**config.mk**
```make
export PLATFORM = sky130hd
export DESIGN_NAME = turtle_pen_segment_generator_unit
export DESIGN_NICKNAME = d
export VERILOG_FILES = /design/src/rtl/tpsg_pkg.sv /design/src/rtl/turtle_pen_segment_generator_unit.sv /design/src/rtl/tpsg_cordic.sv
export SDC_FILE = /design/constraint.sdc
export NUM_CORES = 2
export LEC_CHECK = 0
export ABC_AREA = 1
export BUFFER_PORTS_ARGS = -buffer_cell sky130_fd_sc_hd__buf_2
export CAP_MARGIN = 20
export CORE_ASPECT_RATIO = 1.75
export CORE_MARGIN = 3
export CORE_UTILIZATION = 40
export CTS_BUF_LIST = sky130_fd_sc_hd__clkbuf_2
export CTS_CLUSTER_DIAMETER = 150
export DETAILED_ROUTE_END_ITERATION = 8
export HOLD_SLACK_MARGIN = 0.02
export PLACE_DENSITY = 0.56
export SETUP_SLACK_MARGIN = 0.02
export SLEW_MARGIN = 10
export SYNTH_ARGS = -nofsm -noshare
export SYNTH_HDL_FRONTEND = slang
export SYNTH_HIERARCHICAL = 1
export SYNTH_SLANG_ARGS = --single-unit
```
**constraint.sdc**
```tcl
create_clock -name i_clk -period 20.1 [get_ports i_clk]
set_input_delay 0 -clock i_clk [delete_from_list [all_inputs] [get_ports i_clk]]
set_output_delay 0 -clock i_clk [all_outputs]
set_load 0.05 [all_outputs]
```
**src/rtl/tpsg_pkg.sv**
```systemverilog
// shared constants, types and functions of the turtle pen segment generator
`default_nettype none
package tpsg_pkg;
    localparam int CoordBits = 24;
    localparam int AngleBits = 26;
    localparam int SidesBits = 7;
    localparam int MaxSides = 64;
    localparam int TrigIterations = 16;
    localparam int TrigBits = 33;
    localparam int IterBits = 5;
    localparam int ZBits = 28;
    localparam logic signed [TrigBits-1:0] CordicStart = 33'sd652032874;
    localparam logic signed [ZBits-1:0] DegQ16 = 28'sd65536;
    localparam logic signed [ZBits-1:0] FullTurn = 28'sd23592960;
    localparam logic signed [ZBits-1:0] HalfTurn = 28'sd11796480;
    localparam logic signed [ZBits-1:0] QuarterTurn = 28'sd5898240;
    localparam int TurnQ16 = 23592960;

    // per-side turn 360/n in q.16, rounded, indexed by n
    localparam logic [MaxSides:0][AngleBits-1:0] StepTurn = {
        AngleBits'((TurnQ16 + 32) / 64), AngleBits'((TurnQ16 + 31) / 63),
        AngleBits'((TurnQ16 + 31) / 62), AngleBits'((TurnQ16 + 30) / 61),
        AngleBits'((TurnQ16 + 30) / 60), AngleBits'((TurnQ16 + 29) / 59),
        AngleBits'((TurnQ16 + 29) / 58), AngleBits'((TurnQ16 + 28) / 57),
        AngleBits'((TurnQ16 + 28) / 56), AngleBits'((TurnQ16 + 27) / 55),
        AngleBits'((TurnQ16 + 27) / 54), AngleBits'((TurnQ16 + 26) / 53),
        AngleBits'((TurnQ16 + 26) / 52), AngleBits'((TurnQ16 + 25) / 51),
        AngleBits'((TurnQ16 + 25) / 50), AngleBits'((TurnQ16 + 24) / 49),
        AngleBits'((TurnQ16 + 24) / 48), AngleBits'((TurnQ16 + 23) / 47),
        AngleBits'((TurnQ16 + 23) / 46), AngleBits'((TurnQ16 + 22) / 45),
        AngleBits'((TurnQ16 + 22) / 44), AngleBits'((TurnQ16 + 21) / 43),
        AngleBits'((TurnQ16 + 21) / 42), AngleBits'((TurnQ16 + 20) / 41),
        AngleBits'((TurnQ16 + 20) / 40), AngleBits'((TurnQ16 + 19) / 39),
        AngleBits'((TurnQ16 + 19) / 38), AngleBits'((TurnQ16 + 18) / 37),
        AngleBits'((TurnQ16 + 18) / 36), AngleBits'((TurnQ16 + 17) / 35),
        AngleBits'((TurnQ16 + 17) / 34), AngleBits'((TurnQ16 + 16) / 33),
        AngleBits'((TurnQ16 + 16) / 32), AngleBits'((TurnQ16 + 15) / 31),
        AngleBits'((TurnQ16 + 15) / 30), AngleBits'((TurnQ16 + 14) / 29),
        AngleBits'((TurnQ16 + 14) / 28), AngleBits'((TurnQ16 + 13) / 27),
        AngleBits'((TurnQ16 + 13) / 26), AngleBits'((TurnQ16 + 12) / 25),
        AngleBits'((TurnQ16 + 12) / 24), AngleBits'((TurnQ16 + 11) / 23),
        AngleBits'((TurnQ16 + 11) / 22), AngleBits'((TurnQ16 + 10) / 21),
        AngleBits'((TurnQ16 + 10) / 20), AngleBits'((TurnQ16 + 9) / 19),
        AngleBits'((TurnQ16 + 9) / 18), AngleBits'((TurnQ16 + 8) / 17),
        AngleBits'((TurnQ16 + 8) / 16), AngleBits'((TurnQ16 + 7) / 15),
        AngleBits'((TurnQ16 + 7) / 14), AngleBits'((TurnQ16 + 6) / 13),
        AngleBits'((TurnQ16 + 6) / 12), AngleBits'((TurnQ16 + 5) / 11),
        AngleBits'((TurnQ16 + 5) / 10), AngleBits'((TurnQ16 + 4) / 9),
        AngleBits'((TurnQ16 + 4) / 8), AngleBits'((TurnQ16 + 3) / 7),
        AngleBits'((TurnQ16 + 3) / 6), AngleBits'((TurnQ16 + 2) / 5),
        AngleBits'((TurnQ16 + 2) / 4), AngleBits'((TurnQ16 + 1) / 3),
        AngleBits'(0), AngleBits'(0), AngleBits'(0)
    };

    typedef enum logic [2:0] {
        OP_SET_POSE = 3'd0,
        OP_TURN     = 3'd1,
        OP_ADVANCE  = 3'd2,
        OP_POLY     = 3'd3,
        OP_POLY_C   = 3'd4
    } t_op;

    function automatic logic signed [ZBits-1:0] atan_deg(input logic [IterBits-1:0] i);
        logic signed [ZBits-1:0] v;
        case (i)
            5'd0: v = 28'sd2949120;  5'd1: v = 28'sd1740967;
            5'd2: v = 28'sd919879;   5'd3: v = 28'sd466945;
            5'd4: v = 28'sd234379;   5'd5: v = 28'sd117304;
            5'd6: v = 28'sd58666;    5'd7: v = 28'sd29335;
            5'd8: v = 28'sd14668;    5'd9: v = 28'sd7334;
            5'd10: v = 28'sd3667;    5'd11: v = 28'sd1833;
            5'd12: v = 28'sd917;     5'd13: v = 28'sd458;
            5'd14: v = 28'sd229;     5'd15: v = 28'sd115;
            5'd16: v = 28'sd57;      5'd17: v = 28'sd29;
            5'd18: v = 28'sd14;      5'd19: v = 28'sd7;
            5'd20: v = 28'sd4;       5'd21: v = 28'sd2;
            5'd22: v = 28'sd1;
            default: v = '0;
        endcase
        return v;
    endfunction

    // per-side turn 360/n in q.16, rounded, for n in 3..64
    function automatic logic signed [AngleBits-1:0] step_angle(input logic [SidesBits-1:0] n);
        return StepTurn[n];
    endfunction

    function automatic logic signed [CoordBits-1:0] sat_coord(input logic signed [47:0] v);
        logic signed [47:0] hi;
        logic signed [47:0] lo;
        hi = 48'sd8388607;
        lo = -48'sd8388608;
        if (v > hi) return CoordBits'(hi);
        if (v < lo) return CoordBits'(lo);
        return v[CoordBits-1:0];
    endfunction
endpackage
`default_nettype wire

```
**src/rtl/turtle_pen_segment_generator_unit.sv**
```systemverilog
// top level of the turtle pen segment generator
// channel  | direction | handshake
// request  | in        | i_valid / o_ready
// segment  | out       | o_valid / i_ready
// an advance runs from request to next request through decode, cordic launch,
// fold, 16 cordic steps and handoff, the multiply states and the output state
// a polygon runs decode, then per side the advance states and a turn; by centre adds the centre states up front
// set pose and turn pass through decode, turn adds a turn state; reset returns the pen to the origin at heading 0
// a stalled segment holds the sequencer until it is taken
`default_nettype none
module turtle_pen_segment_generator_unit (
    input  wire logic                                  i_clk,
    input  wire logic                                  i_rst_n,
    input  wire logic                                  i_valid,
    output logic                                       o_ready,
    input  wire logic [2:0]                            i_op,
    input  wire logic signed [23:0]                    i_pos_x,
    input  wire logic signed [23:0]                    i_pos_y,
    input  wire logic signed [25:0]                    i_angle,
    input  wire logic signed [23:0]                    i_length,
    input  wire logic                                  i_visible,
    input  wire logic [6:0]                            i_sides,
    output logic                                       o_valid,
    input  wire logic                                  i_ready,
    output logic signed [23:0]                         o_start_x,
    output logic signed [23:0]                         o_start_y,
    output logic signed [23:0]                         o_end_x,
    output logic signed [23:0]                         o_end_y,
    output logic                                       o_drawn,
    output logic                                       o_last
);
    typedef enum logic [3:0] {
        S_IDLE, S_DECODE, S_TURN, S_CTR_TRIG, S_CTR_WAIT, S_CTR_MX, S_CTR_MY, S_CTR_MS,
        S_CTR_END, S_ADV_TRIG, S_ADV_WAIT, S_ADV_MX, S_ADV_MY, S_ADV_END, S_OUT, S_POLY_TURN
    } t_state;

    t_state r_state;
    logic signed [23:0] r_pen_x, r_pen_y, r_side_length;
    logic signed [25:0] r_heading, r_step_turn, r_turn_inc;
    logic [6:0] r_sides_left, r_n;
    logic [2:0] r_op;
    logic signed [23:0] r_px, r_py, r_len;
    logic r_vis, r_poly;
    logic r_trig_start;
    logic trig_done;
    logic signed [tpsg_pkg::TrigBits-1:0] trig_cos, trig_sin;
    logic signed [tpsg_pkg::ZBits-1:0] r_trig_angle;
    logic signed [tpsg_pkg::TrigBits-1:0] r_mul_b;
    logic signed [24:0] r_mul_a;
    logic signed [57:0] r_prod;
    logic signed [26:0] n_sum;
    logic signed [26:0] n_ip, n_frac;
    logic signed [26:0] n_mag, n_rem;
    logic signed [26:0] n_head;
    logic signed [57:0] n_prod;
    logic signed [27:0] n_round;
    logic [6:0] n_clamp;

    tpsg_cordic u_cordic (
        .i_clk   (i_clk),
        .i_rst_n (i_rst_n),
        .i_start (r_trig_start),
        .i_angle (r_trig_angle),
        .o_done  (trig_done),
        .o_cos   (trig_cos),
        .o_sin   (trig_sin)
    );

    always_comb begin
        n_sum = 27'(r_heading) + 27'(r_turn_inc);
        n_ip = n_sum / 27'sd65536;
        n_frac = n_sum - n_ip * 27'sd65536;
        // integer degrees stay within three turns, so two compares reduce them
        n_mag = (n_ip < 0) ? -n_ip : n_ip;
        if (n_mag >= 27'sd720) n_mag = n_mag - 27'sd720;
        else if (n_mag >= 27'sd360) n_mag = n_mag - 27'sd360;
        n_rem = (n_ip < 0) ? -n_mag : n_mag;
        n_head = n_rem * 27'sd65536 + n_frac;
        n_prod = r_mul_a * r_mul_b;
        n_round = 28'((r_prod + 58'sd536870912) >>> 30);
        if (i_sides < 7'd3) n_clamp = 7'd3;
        else if (i_sides > 7'(tpsg_pkg::MaxSides)) n_clamp = 7'(tpsg_pkg::MaxSides);
        else n_clamp = i_sides;
    end

    assign o_ready = (r_state == S_IDLE);

    always_ff @(posedge i_clk) begin
        if (!i_rst_n) begin
            r_state <= S_IDLE;
            r_pen_x <= '0;
            r_pen_y <= '0;
            r_heading <= '0;
            r_sides_left <= '0;
            r_step_turn <= '0;
            r_side_length <= '0;
            r_trig_start <= 1'b0;
            o_valid <= 1'b0;
        end else begin
            r_trig_start <= 1'b0;
            r_prod <= n_prod;
            unique case (r_state)
                S_IDLE: begin
                    if (i_valid) begin
                        r_op <= i_op;
                        r_px <= i_pos_x;
                        r_py <= i_pos_y;
                        r_turn_inc <= i_angle;
                        r_len <= i_length;
                        r_vis <= i_visible;
                        r_n <= n_clamp;
                        r_state <= S_DECODE;
                    end
                end
                S_DECODE: begin
                    case (r_op)
                        tpsg_pkg::OP_SET_POSE: begin
                            r_pen_x <= r_px;
                            r_pen_y <= r_py;
                            r_heading <= r_turn_inc;
                            r_state <= S_IDLE;
                        end
                        tpsg_pkg::OP_TURN: r_state <= S_TURN;
                        tpsg_pkg::OP_ADVANCE: begin
                            r_poly <= 1'b0;
                            r_side_length <= r_side_length;
                            r_state <= S_ADV_TRIG;
                        end
                        tpsg_pkg::OP_POLY: begin
                            r_step_turn <= tpsg_pkg::step_angle(r_n);
                            r_poly <= 1'b1;
                            r_vis <= 1'b1;
                            r_len <= r_len;
                            r_side_length <= r_len;
                            r_sides_left <= r_n;
                            r_state <= S_ADV_TRIG;
                        end
                        tpsg_pkg::OP_POLY_C: begin
                            r_step_turn <= tpsg_pkg::step_angle(r_n);
                            r_poly <= 1'b1;
                            r_vis <= 1'b1;
                            r_sides_left <= r_n;
                            r_state <= S_CTR_TRIG;
                        end
                        default: r_state <= S_IDLE;
                    endcase
                end
                S_TURN: begin
                    r_heading <= n_head[25:0];
                    r_state <= S_IDLE;
                end
                S_CTR_TRIG: begin
                    r_trig_angle <= (tpsg_pkg::HalfTurn - 28'(r_step_turn)) / 28'sd2;
                    r_trig_start <= 1'b1;
                    r_state <= S_CTR_WAIT;
                end
                S_CTR_WAIT: begin
                    if (trig_done) begin
                        r_mul_a <= 25'(r_len);
                        r_mul_b <= trig_cos;
                        r_state <= S_CTR_MX;
                    end
                end
                S_CTR_MX: begin
                    r_mul_b <= trig_sin;
                    r_state <= S_CTR_MY;
                end
                S_CTR_MY: begin
                    r_pen_x <= tpsg_pkg::sat_coord(48'(r_px) + 48'(n_round));
                    r_mul_a <= 25'(r_len) <<< 1;
                    r_mul_b <= trig_cos;
                    r_state <= S_CTR_MS;
                end
                S_CTR_MS: begin
                    r_pen_y <= tpsg_pkg::sat_coord(48'(r_py) - 48'(n_round));
                    r_state <= S_CTR_END;
                end
                S_CTR_END: begin
                    r_side_length <= tpsg_pkg::sat_coord(48'(n_round));
                    r_len <= tpsg_pkg::sat_coord(48'(n_round));
                    r_heading <= r_step_turn;
                    r_state <= S_ADV_TRIG;
                end
                S_ADV_TRIG: begin
                    r_trig_angle <= 28'(r_heading);
                    r_trig_start <= 1'b1;
                    r_state <= S_ADV_WAIT;
                end
                S_ADV_WAIT: begin
                    if (trig_done) begin
                        r_mul_a <= 25'(r_poly ? r_side_length : r_len);
                        r_mul_b <= trig_cos;
                        r_state <= S_ADV_MX;
                    end
                end
                S_ADV_MX: begin
                    r_mul_b <= trig_sin;
                    r_state <= S_ADV_MY;
                end
                S_ADV_MY: begin
                    o_end_x <= tpsg_pkg::sat_coord(48'(r_pen_x) + 48'(n_round));
                    r_state <= S_ADV_END;
                end
                S_ADV_END: begin
                    o_end_y <= tpsg_pkg::sat_coord(48'(r_pen_y) + 48'(n_round));
                    o_start_x <= r_pen_x;
                    o_start_y <= r_pen_y;
                    o_drawn <= r_vis;
                    o_last <= !r_poly || (r_sides_left == 7'd1);
                    o_valid <= 1'b1;
                    r_state <= S_OUT;
                end
                S_OUT: begin
                    if (i_ready) begin
                        o_valid <= 1'b0;
                        r_pen_x <= o_end_x;
                        r_pen_y <= o_end_y;
                        if (r_poly) begin
                            r_turn_inc <= r_step_turn;
                            r_state <= S_POLY_TURN;
                        end else begin
                            r_state <= S_IDLE;
                        end
                    end
                end
                S_POLY_TURN: begin
                    r_heading <= n_head[25:0];
                    r_sides_left <= r_sides_left - 7'd1;
                    r_state <= (r_sides_left == 7'd1) ? S_IDLE : S_ADV_TRIG;
                end
                default: r_state <= S_IDLE;
            endcase
        end
    end

    assert property (@(posedge i_clk) disable iff (!i_rst_n) o_valid |-> r_state == S_OUT)
        else $error("segment shown outside output state");
    assert property (@(posedge i_clk) disable iff (!i_rst_n) o_valid |-> !o_ready)
        else $error("request taken while a segment waits");
    assert property (@(posedge i_clk) disable iff (!i_rst_n)
        (r_state == S_POLY_TURN) |-> r_sides_left != 7'd0)
        else $error("polygon side count underflow");
endmodule
`default_nettype wire

```
**src/rtl/tpsg_cordic.sv**
```systemverilog
// iterative cordic: cosine and sine in q.30 of a q.16 degree angle
`default_nettype none
module tpsg_cordic (
    input  wire logic                                    i_clk,
    input  wire logic                                    i_rst_n,
    input  wire logic                                    i_start,
    input  wire logic signed [tpsg_pkg::ZBits-1:0]       i_angle,
    output logic                                         o_done,
    output logic signed [tpsg_pkg::TrigBits-1:0]         o_cos,
    output logic signed [tpsg_pkg::TrigBits-1:0]         o_sin
);
    typedef enum logic [1:0] {S_IDLE, S_FOLD, S_ITER, S_OUT} t_state;
    t_state r_state;
    logic signed [tpsg_pkg::ZBits-1:0] r_z;
    logic signed [tpsg_pkg::TrigBits-1:0] r_x, r_y;
    logic r_neg;
    logic [tpsg_pkg::IterBits-1:0] r_i;
    logic signed [tpsg_pkg::ZBits-1:0] n_r;

    // reduce into one full turn, angles stay below two turns in magnitude
    always_comb begin
        n_r = r_z;
        if (n_r >= tpsg_pkg::FullTurn) n_r = n_r - tpsg_pkg::FullTurn;
        else if (n_r <= -tpsg_pkg::FullTurn) n_r = n_r + tpsg_pkg::FullTurn;
        if (n_r < 0) n_r = n_r + tpsg_pkg::FullTurn;
    end

    always_ff @(posedge i_clk) begin
        if (!i_rst_n) begin
            r_state <= S_IDLE;
            o_done <= 1'b0;
        end else begin
            o_done <= 1'b0;
            unique case (r_state)
                S_IDLE: begin
                    if (i_start) begin
                        r_z <= i_angle;
                        r_state <= S_FOLD;
                    end
                end
                S_FOLD: begin
                    r_x <= tpsg_pkg::CordicStart;
                    r_y <= '0;
                    r_i <= '0;
                    r_neg <= 1'b0;
                    if (n_r > tpsg_pkg::QuarterTurn && n_r <= 3 * tpsg_pkg::QuarterTurn) begin
                        r_z <= n_r - tpsg_pkg::HalfTurn;
                        r_neg <= 1'b1;
                    end else if (n_r > 3 * tpsg_pkg::QuarterTurn) begin
                        r_z <= n_r - tpsg_pkg::FullTurn;
                    end else begin
                        r_z <= n_r;
                    end
                    r_state <= S_ITER;
                end
                S_ITER: begin
                    if (r_z >= 0) begin
                        r_x <= r_x - (r_y >>> r_i);
                        r_y <= r_y + (r_x >>> r_i);
                        r_z <= r_z - tpsg_pkg::atan_deg(r_i);
                    end else begin
                        r_x <= r_x + (r_y >>> r_i);
                        r_y <= r_y - (r_x >>> r_i);
                        r_z <= r_z + tpsg_pkg::atan_deg(r_i);
                    end
                    r_i <= r_i + 1'b1;
                    if (r_i == tpsg_pkg::IterBits'(tpsg_pkg::TrigIterations - 1)) r_state <= S_OUT;
                end
                S_OUT: begin
                    o_cos <= r_neg ? -r_x : r_x;
                    o_sin <= r_neg ? -r_y : r_y;
                    o_done <= 1'b1;
                    r_state <= S_IDLE;
                end
                default: r_state <= S_IDLE;
            endcase
        end
    end
endmodule
`default_nettype wire
```
# Yosys cells after proc, flatten, opt, wreduce, memory -nomap -nowiden
# Memories as Yosys holds them, arrays and structs flattened. A register that Yosys moved wholly into a read port is not among the register bits.
# Index checks and enable logic that the tools add are counted.
# op_classes
add_sub_neg,30
mul,1
n_div,0
order_cmp,22
n_eq_ne,35
shifts,2
muxes,128
n_bitwise,2
n_reduce_logical,53
# ops
cell,count
$mux 24,26
$mux 28,13
$mux 33,5
$pmux 24 s3,2
$pmux 33 s2,2
$gt 29x24->1 const B,4
$lt 29x24->1 const B,4
$mux 26,4
$pmux 33 s3,1
$pmux 24 s2,2
$add 24x28->29,3
$pmux 28 s3,1
$pmux 26 s3,1
$mux 25,3
$pmux 25 s3,1
$add 33x33->33,2
$neg 33->33,2
$sshr 33x5->33,2
$sub 33x33->33,2
$pmux 4 s16,1
$add 58x31->58 const B,1
$mul 25x33->58,1
$add 28x26->28 const B,2
$gt 28x24->1 const B,2
other kinds (69),186
# word_totals
reg_bits,632
latchBits,0
ramBits,0
mem_bits_ro,4736
in_bits,113
mem_count,3
# mem_list
name,words,width,rd,rd_ports_with_merged_regs,wr,line_no,source
(no name shown),128,26,1,1,0,tpsg_pkg.sv:85,return StepTurn[n];
(no name shown),32,22,1,1,0,tpsg_pkg.sv:65,case (i)
(no name shown),32,22,1,1,0,tpsg_pkg.sv:65,

# Logic depth before layout (Yosys ltp)
# depth
ltp_word,13
ltp_mapped,60

# Hierarchy
# Netlist, hierarchy kept.
# modules_own_cells
mod,n_inst,cells_each,area_each_um2
turtle_pen_segment_generator_unit,1,7119,58403.5
tpsg_cordic,1,2921,19821.5

# Least setup slack after synthesis
# Ideal clock, no wire load.
# synth_timing
path_type,reg2reg
start,reg r_turn_inc[0]
end,reg r_heading[25]
arrival_time_ps,6934
t_required_ps,19978
slack_ps,13044
path_stages_with_launch,51
n_path_buf,2
cell_sequence,edfxtp_1 > ha_1 > fa_1 > nand2_1 > nand3_1 > and2_1 > or2_2 > nand2_1 > inv_1 > ha_1 > nand4_1 > o21a_1 > ha_1 > ha_1 > nand3_2 > nor2_8 > nand4_1 > ha_1 > [15 not listed] > nand2_1 > ha_1 > a21oi_1 > inv_1 > a21oi_1 > nand2_1 > a211oi_1 > xor2_1 > xor2_1 > inv_1 > nand2_1 > nand2_1 > inv_1 > nand3_1 > nand2_1 > nand3_1 > nand3_2 > a21oi_2
# synth_between
elab_chain_len,13
word_cells_on_any_way,18
classes_between,8 x add/sub; 3 x order compare; 5 x mux; 1 x bitwise; 1 x reduce/logical
# synth_rtl
element,line_no,source
start: declaration,turtle_pen_segment_generator_unit.sv:39,"logic signed [25:0] r_heading, r_step_turn, r_turn_inc;"
start signal: assignment,turtle_pen_segment_generator_unit.sv:108,r_turn_inc <= i_angle;
start signal: assignment,turtle_pen_segment_generator_unit.sv:219,r_turn_inc <= r_step_turn;
$add 26x26->27 (*),turtle_pen_segment_generator_unit.sv:70,n_sum = 27'(r_heading) + 27'(r_turn_inc);
$reduce_or 16->1 (no source line),n/a,
$and 1x1->1 (no source line),n/a,
$add 27x1->27 (no source line),n/a,
$neg 27->27 or $lt 27x1->1 (tied branches),"turtle_pen_segment_generator_unit.sv:74, turtle_pen_segment_generator_unit.sv:77",
$mux 27,turtle_pen_segment_generator_unit.sv:74,n_mag = (n_ip < 0) ? -n_ip : n_ip;
$ge 27x10->1 or $sub 10x10->10 (tied branches),turtle_pen_segment_generator_unit.sv:76,else if (n_mag >= 27'sd360) n_mag = n_mag - 27'sd360;
$mux 10,turtle_pen_segment_generator_unit.sv:76,
$mux 10,turtle_pen_segment_generator_unit.sv:75,if (n_mag >= 27'sd720) n_mag = n_mag - 27'sd720;
$neg 10->10,turtle_pen_segment_generator_unit.sv:77,n_rem = (n_ip < 0) ? -n_mag : n_mag;
$mux 10,turtle_pen_segment_generator_unit.sv:77,
$add 26x26->26 (*),turtle_pen_segment_generator_unit.sv:78,n_head = n_rem * 27'sd65536 + n_frac;
$pmux 26 s3 (*),turtle_pen_segment_generator_unit.sv:102,unique case (r_state)
end signal: assignment,turtle_pen_segment_generator_unit.sv:120,r_heading <= r_turn_inc;
end signal: assignment,turtle_pen_segment_generator_unit.sv:149,r_heading <= n_head[25:0];
end signal: assignment,turtle_pen_segment_generator_unit.sv:181,r_heading <= r_step_turn;
end: declaration,turtle_pen_segment_generator_unit.sv:39,
# Every way passes the cells marked *; elsewhere a longest branch is shown, timed or not.
# A chain may end at the register's enable or synchronous reset.

# Final worst setup path
# Ends and elaborated chain as after synthesis.

==> impl_metrics.yaml <==
floorplan:
  initial_core_util_pct: 40.2
  die_h_microns: 591
  rows: 214
  die_area_sq_mm: 0.201
  die_x_microns: 340
  io_pins: 213
  core_region_area_sq_mm: 0.194
synth:
  syn_inst: 10000
  synth-seq-cells: 646
  synth_edf_count: 487
  yosysWarnings: 6
  yosysUniqueCellTypes: 81
  syn-num-nets: 11500
  syn_area_sq_mm: 0.0782
  yosysSeqAreaShare_pct: 22.8
  synth_flop_cell: "edfxtp_1"
  syn_area_per_cell_sq_um: 7.79
  postSynth.asyncResetShare_pct: 0
global_routing:
  grt_max_degree: 96
  grt_use_total_pct: 27.5
  grt_pass1_vias: 73600
  grt-ovfl-total: 0
  antenna_found_initial: 10
  grt_pass1_wl_mm: 425
cells_and_area:
  layout_common_cells: "nand2_1 (2433), inv_1 (1835), fa_1 (848)"
  final_layout_size_suffix_gt1_share_pct: 8.17
  multi_input_area_sq_mm: 0.0517
  seqCellArea_sq_mm: 0.0178
  area_delta_synth_final_pct: 11.0
  nets: 11900
  nFillCells: 19800
  final_common_cell: "nand2_1"
setup_path:
  slowest_delay_ns: 0.85
  crit_arrival_ns: 10.72
  path_max_fanout: 27
  cp_slowest_cell: "ha_1"
  critPathLaunch: "r_turn_inc[0]"
  crit_required_ns: 21.33
  end_kind: "flip-flop"
  cp_top_family: "simple AND/OR/NAND/NOR gates"
  rr_startpoint: "r_turn_inc[0]"
  worstSetupPathType: "flip-flop to flip-flop"
  worst_setup_path_start_kind: "flip-flop"
  cp_common_cell: "nand2_1"
  critical_path_buf_inv_count: 10
pwr:
  p_int_mw: 4.32
  seqPwrFrac_pct: 20.3
  p_sw_share_pct: 54.1
  powerDensity_mw_per_mm2: 109
  power.share.clock_pct: 11.1
  ir_worst_vdd_uv: 95.8
  power_frac_comb_pct: 68.6
  switchingPower_mw: 5.10
  p_leak_nw: 42.5
timing:
  clock-skew-final_ns: 0.246
  setup_viol: 0
  relSlewSlack_pct: 22.4
  finalHoldViolCount: 0
  rsz0062_at_grt: "no"
  finalCritPeriodShare_pct: 47.2
  fin_crit_ns: 9.49
  fin_hold_ws_ns: 0.171
  max_freq_ghz: 0.105
  maxSlewViolCount: 0
  tightest_slew_ns: 1.16
  setup_tns_ns: 0
  postLayoutSetupSlackWorst_ns: 10.61
clock_network:
  cts.sinks: 646
  clk_pin_slew_worst_paths_ns: 0.12
  insertion_delay_ns: 1.42
  cts_setup_buffers: 0
  cts_made_buffers: 173
  cts.htree.levels: 4
  cts_buffer_depth: 4
  tritoncts: "yes"
  cts_resized: 0
  clock-root-buffer: "clkbuf_2"
hold_path:
  hold_start: "i_length[22]"
  hold_class: "primary input to flip-flop"
route:
  routedWlPerCell_microns: 21.4
  vias_per_cell: 5.33
  num_vias: 70200
  ant_nets: 0
  drtIter0Drc: 4764
  route.detailed.drc: 0
  routed_wl_mm: 282
  first_pass_iters: 6
place:
  dp_slack_ns: 10.76
  place.gp.congestion: 1.00
  io_buffers: 212
  place.detailed.hpwl_mm: 216
run_status:
  status: "finished, final reports clean"
job:
  max_cap_viol_count: 0
==> kinds of logic (layout without fill, tap and decap cells) <==
logic type / count (synthesis) / in the layout / synth area share (%)
mux: 50 / 50 / 0.640
fa+ha+maj: 1317 / 1317 / 29.2
simple gates: 3697 / 3697 / 19.6
compound gates: 1659 / 1659 / 12.3
xor+xnor: 370 / 370 / 4.14
other cells: 0 / 4 / 0
flops: 646 / 646 / 22.8
buf+inv: 2301 / 2846 / 11.3
==> flip-flops by register name (all words and copies together), names as in the netlist, 25 cells and up, named ones only <==
name            flops
u_cordic/r_z       28
r_mul_a            25
r_turn_inc         26
r_trig_angle       26
r_mul_b            33
u_cordic/o_cos     33
r_heading          26
u_cordic/o_sin     33
u_cordic/r_x       33
r_prod             29
u_cordic/r_y       33
==> worst register-to-register path, delay by kind of cell (launching register included) <==
kind	cells	cell delay, ns
AOI/OAI and AO/OA	7	1.32
buffers and inverters	10	1.16
adders and majority gates	7	2.54
DFF	1	0.43
xor gates and xnor gates	4	0.97
and+or+nand+nor	30	2.83
==> cell usage after synthesis, types with 9 or more instances <==
cell type | n | area share (%)
nand2_2 | 44 | 0.35
buf_2 | 33 | 0.21
a21o_1 | 14 | 0.13
a21oi_2 | 9 | 0.10
a31oi_1 | 67 | 0.54
nand3_1 | 326 | 2.1
mux2i_1 | 50 | 0.64
nand3b_1 | 14 | 0.13
or2_1 | 12 | 0.096
a221oi_1 | 87 | 0.97
or2_2 | 72 | 0.58
nand3_2 | 13 | 0.17
inv_2 | 29 | 0.14
inv_1 | 1838 | 8.8
buf_1 | 27 | 0.13
a21boi_1 | 21 | 0.20
a21boi_0 | 11 | 0.11
buf_4 | 19 | 0.18
fa_1 | 849 | 22
xnor2_1 | 94 | 1.1
nor2_2 | 29 | 0.23
ha_1 | 468 | 7.5
o211ai_1 | 52 | 0.50
o221ai_1 | 13 | 0.15
edfxtp_1 | 487 | 19
o31ai_1 | 20 | 0.19
a21oi_1 | 582 | 3.7
o21ai_0 | 485 | 3.1
a211oi_1 | 12 | 0.12
dfxtp_1 | 159 | 4.1
nor4_1 | 17 | 0.14
o21ai_1 | 122 | 0.78
clkbuf_1 | 337 | 1.6
o2111ai_1 | 11 | 0.12
nor3_1 | 75 | 0.48
o22ai_1 | 14 | 0.11
nor2_1 | 557 | 2.7
a22oi_1 | 28 | 0.27
o21bai_1 | 37 | 0.36
nand2_1 | 2433 | 12
o21a_1 | 30 | 0.29
nand4_1 | 65 | 0.52
xor2_1 | 276 | 3.1
==> power by group through the flow <==
stage	Sequential [mW]	Combinational, mW	Clock, mW
floorplan	1.85	4.67	0
detailed placement	1.94	6.35	0
global route	1.93	7.22	1.14
finish	1.91	6.47	1.05
global placement	1.94	6.30	0
CTS	1.91	6.43	1.09
==> path summary, 6_finish.rpt <==
check / endpoint / slack [ns] / cells past startpoint
hold / removal: r_len[22] / 0.17 / 5
setup / recovery: r_heading[25] / 10.61 / 58
hold reg to reg: o_start_x[19] / 0.34 / 0
setup reg to reg: r_heading[25] / 10.61 / 58
==> final cells by class <==
cell class	instances	share of cell area, %
Antenna cell	4	0.0115
Clock buffer	231	1.33
Clock inverter	70	0.575
Inverter	1876	8.12
Multi-Input combinational cell	7093	59.6
Sequential cell	646	20.5
Tap cell	2592	3.74
Timing Repair Buffer	669	6.16
==> through the flow <==
stage,util (%),area [sq um],std cells,power (mW)
global placement,42.1,81800,12500,8.24
floorplan,-,78200,10000,6.52
detailed placement,42.1,81800,12500,8.29
CTS,44.7,86800,13200,9.43
finish,44.7,86800,13200,9.43
global route,44.7,86800,13200,10.3
==> per-layer routing <==
metal	vias to the layer above	track usage (%)	routed length, microns
li1	32700	-	-
met1	34000	27.5	95200
met2	2517	52.3	149000
met3	995	2.93	13000
met4	4	20.4	24400
met5	-	0	27
==> repair_timing <==
item | 4_1_cts | 5_1_grt
hold buffers | 332 | 0
endpoints found under the setup margin | 0 | 0
endpoints found under the hold margin | 522 | 0
(Power assumes the default switching activity.)
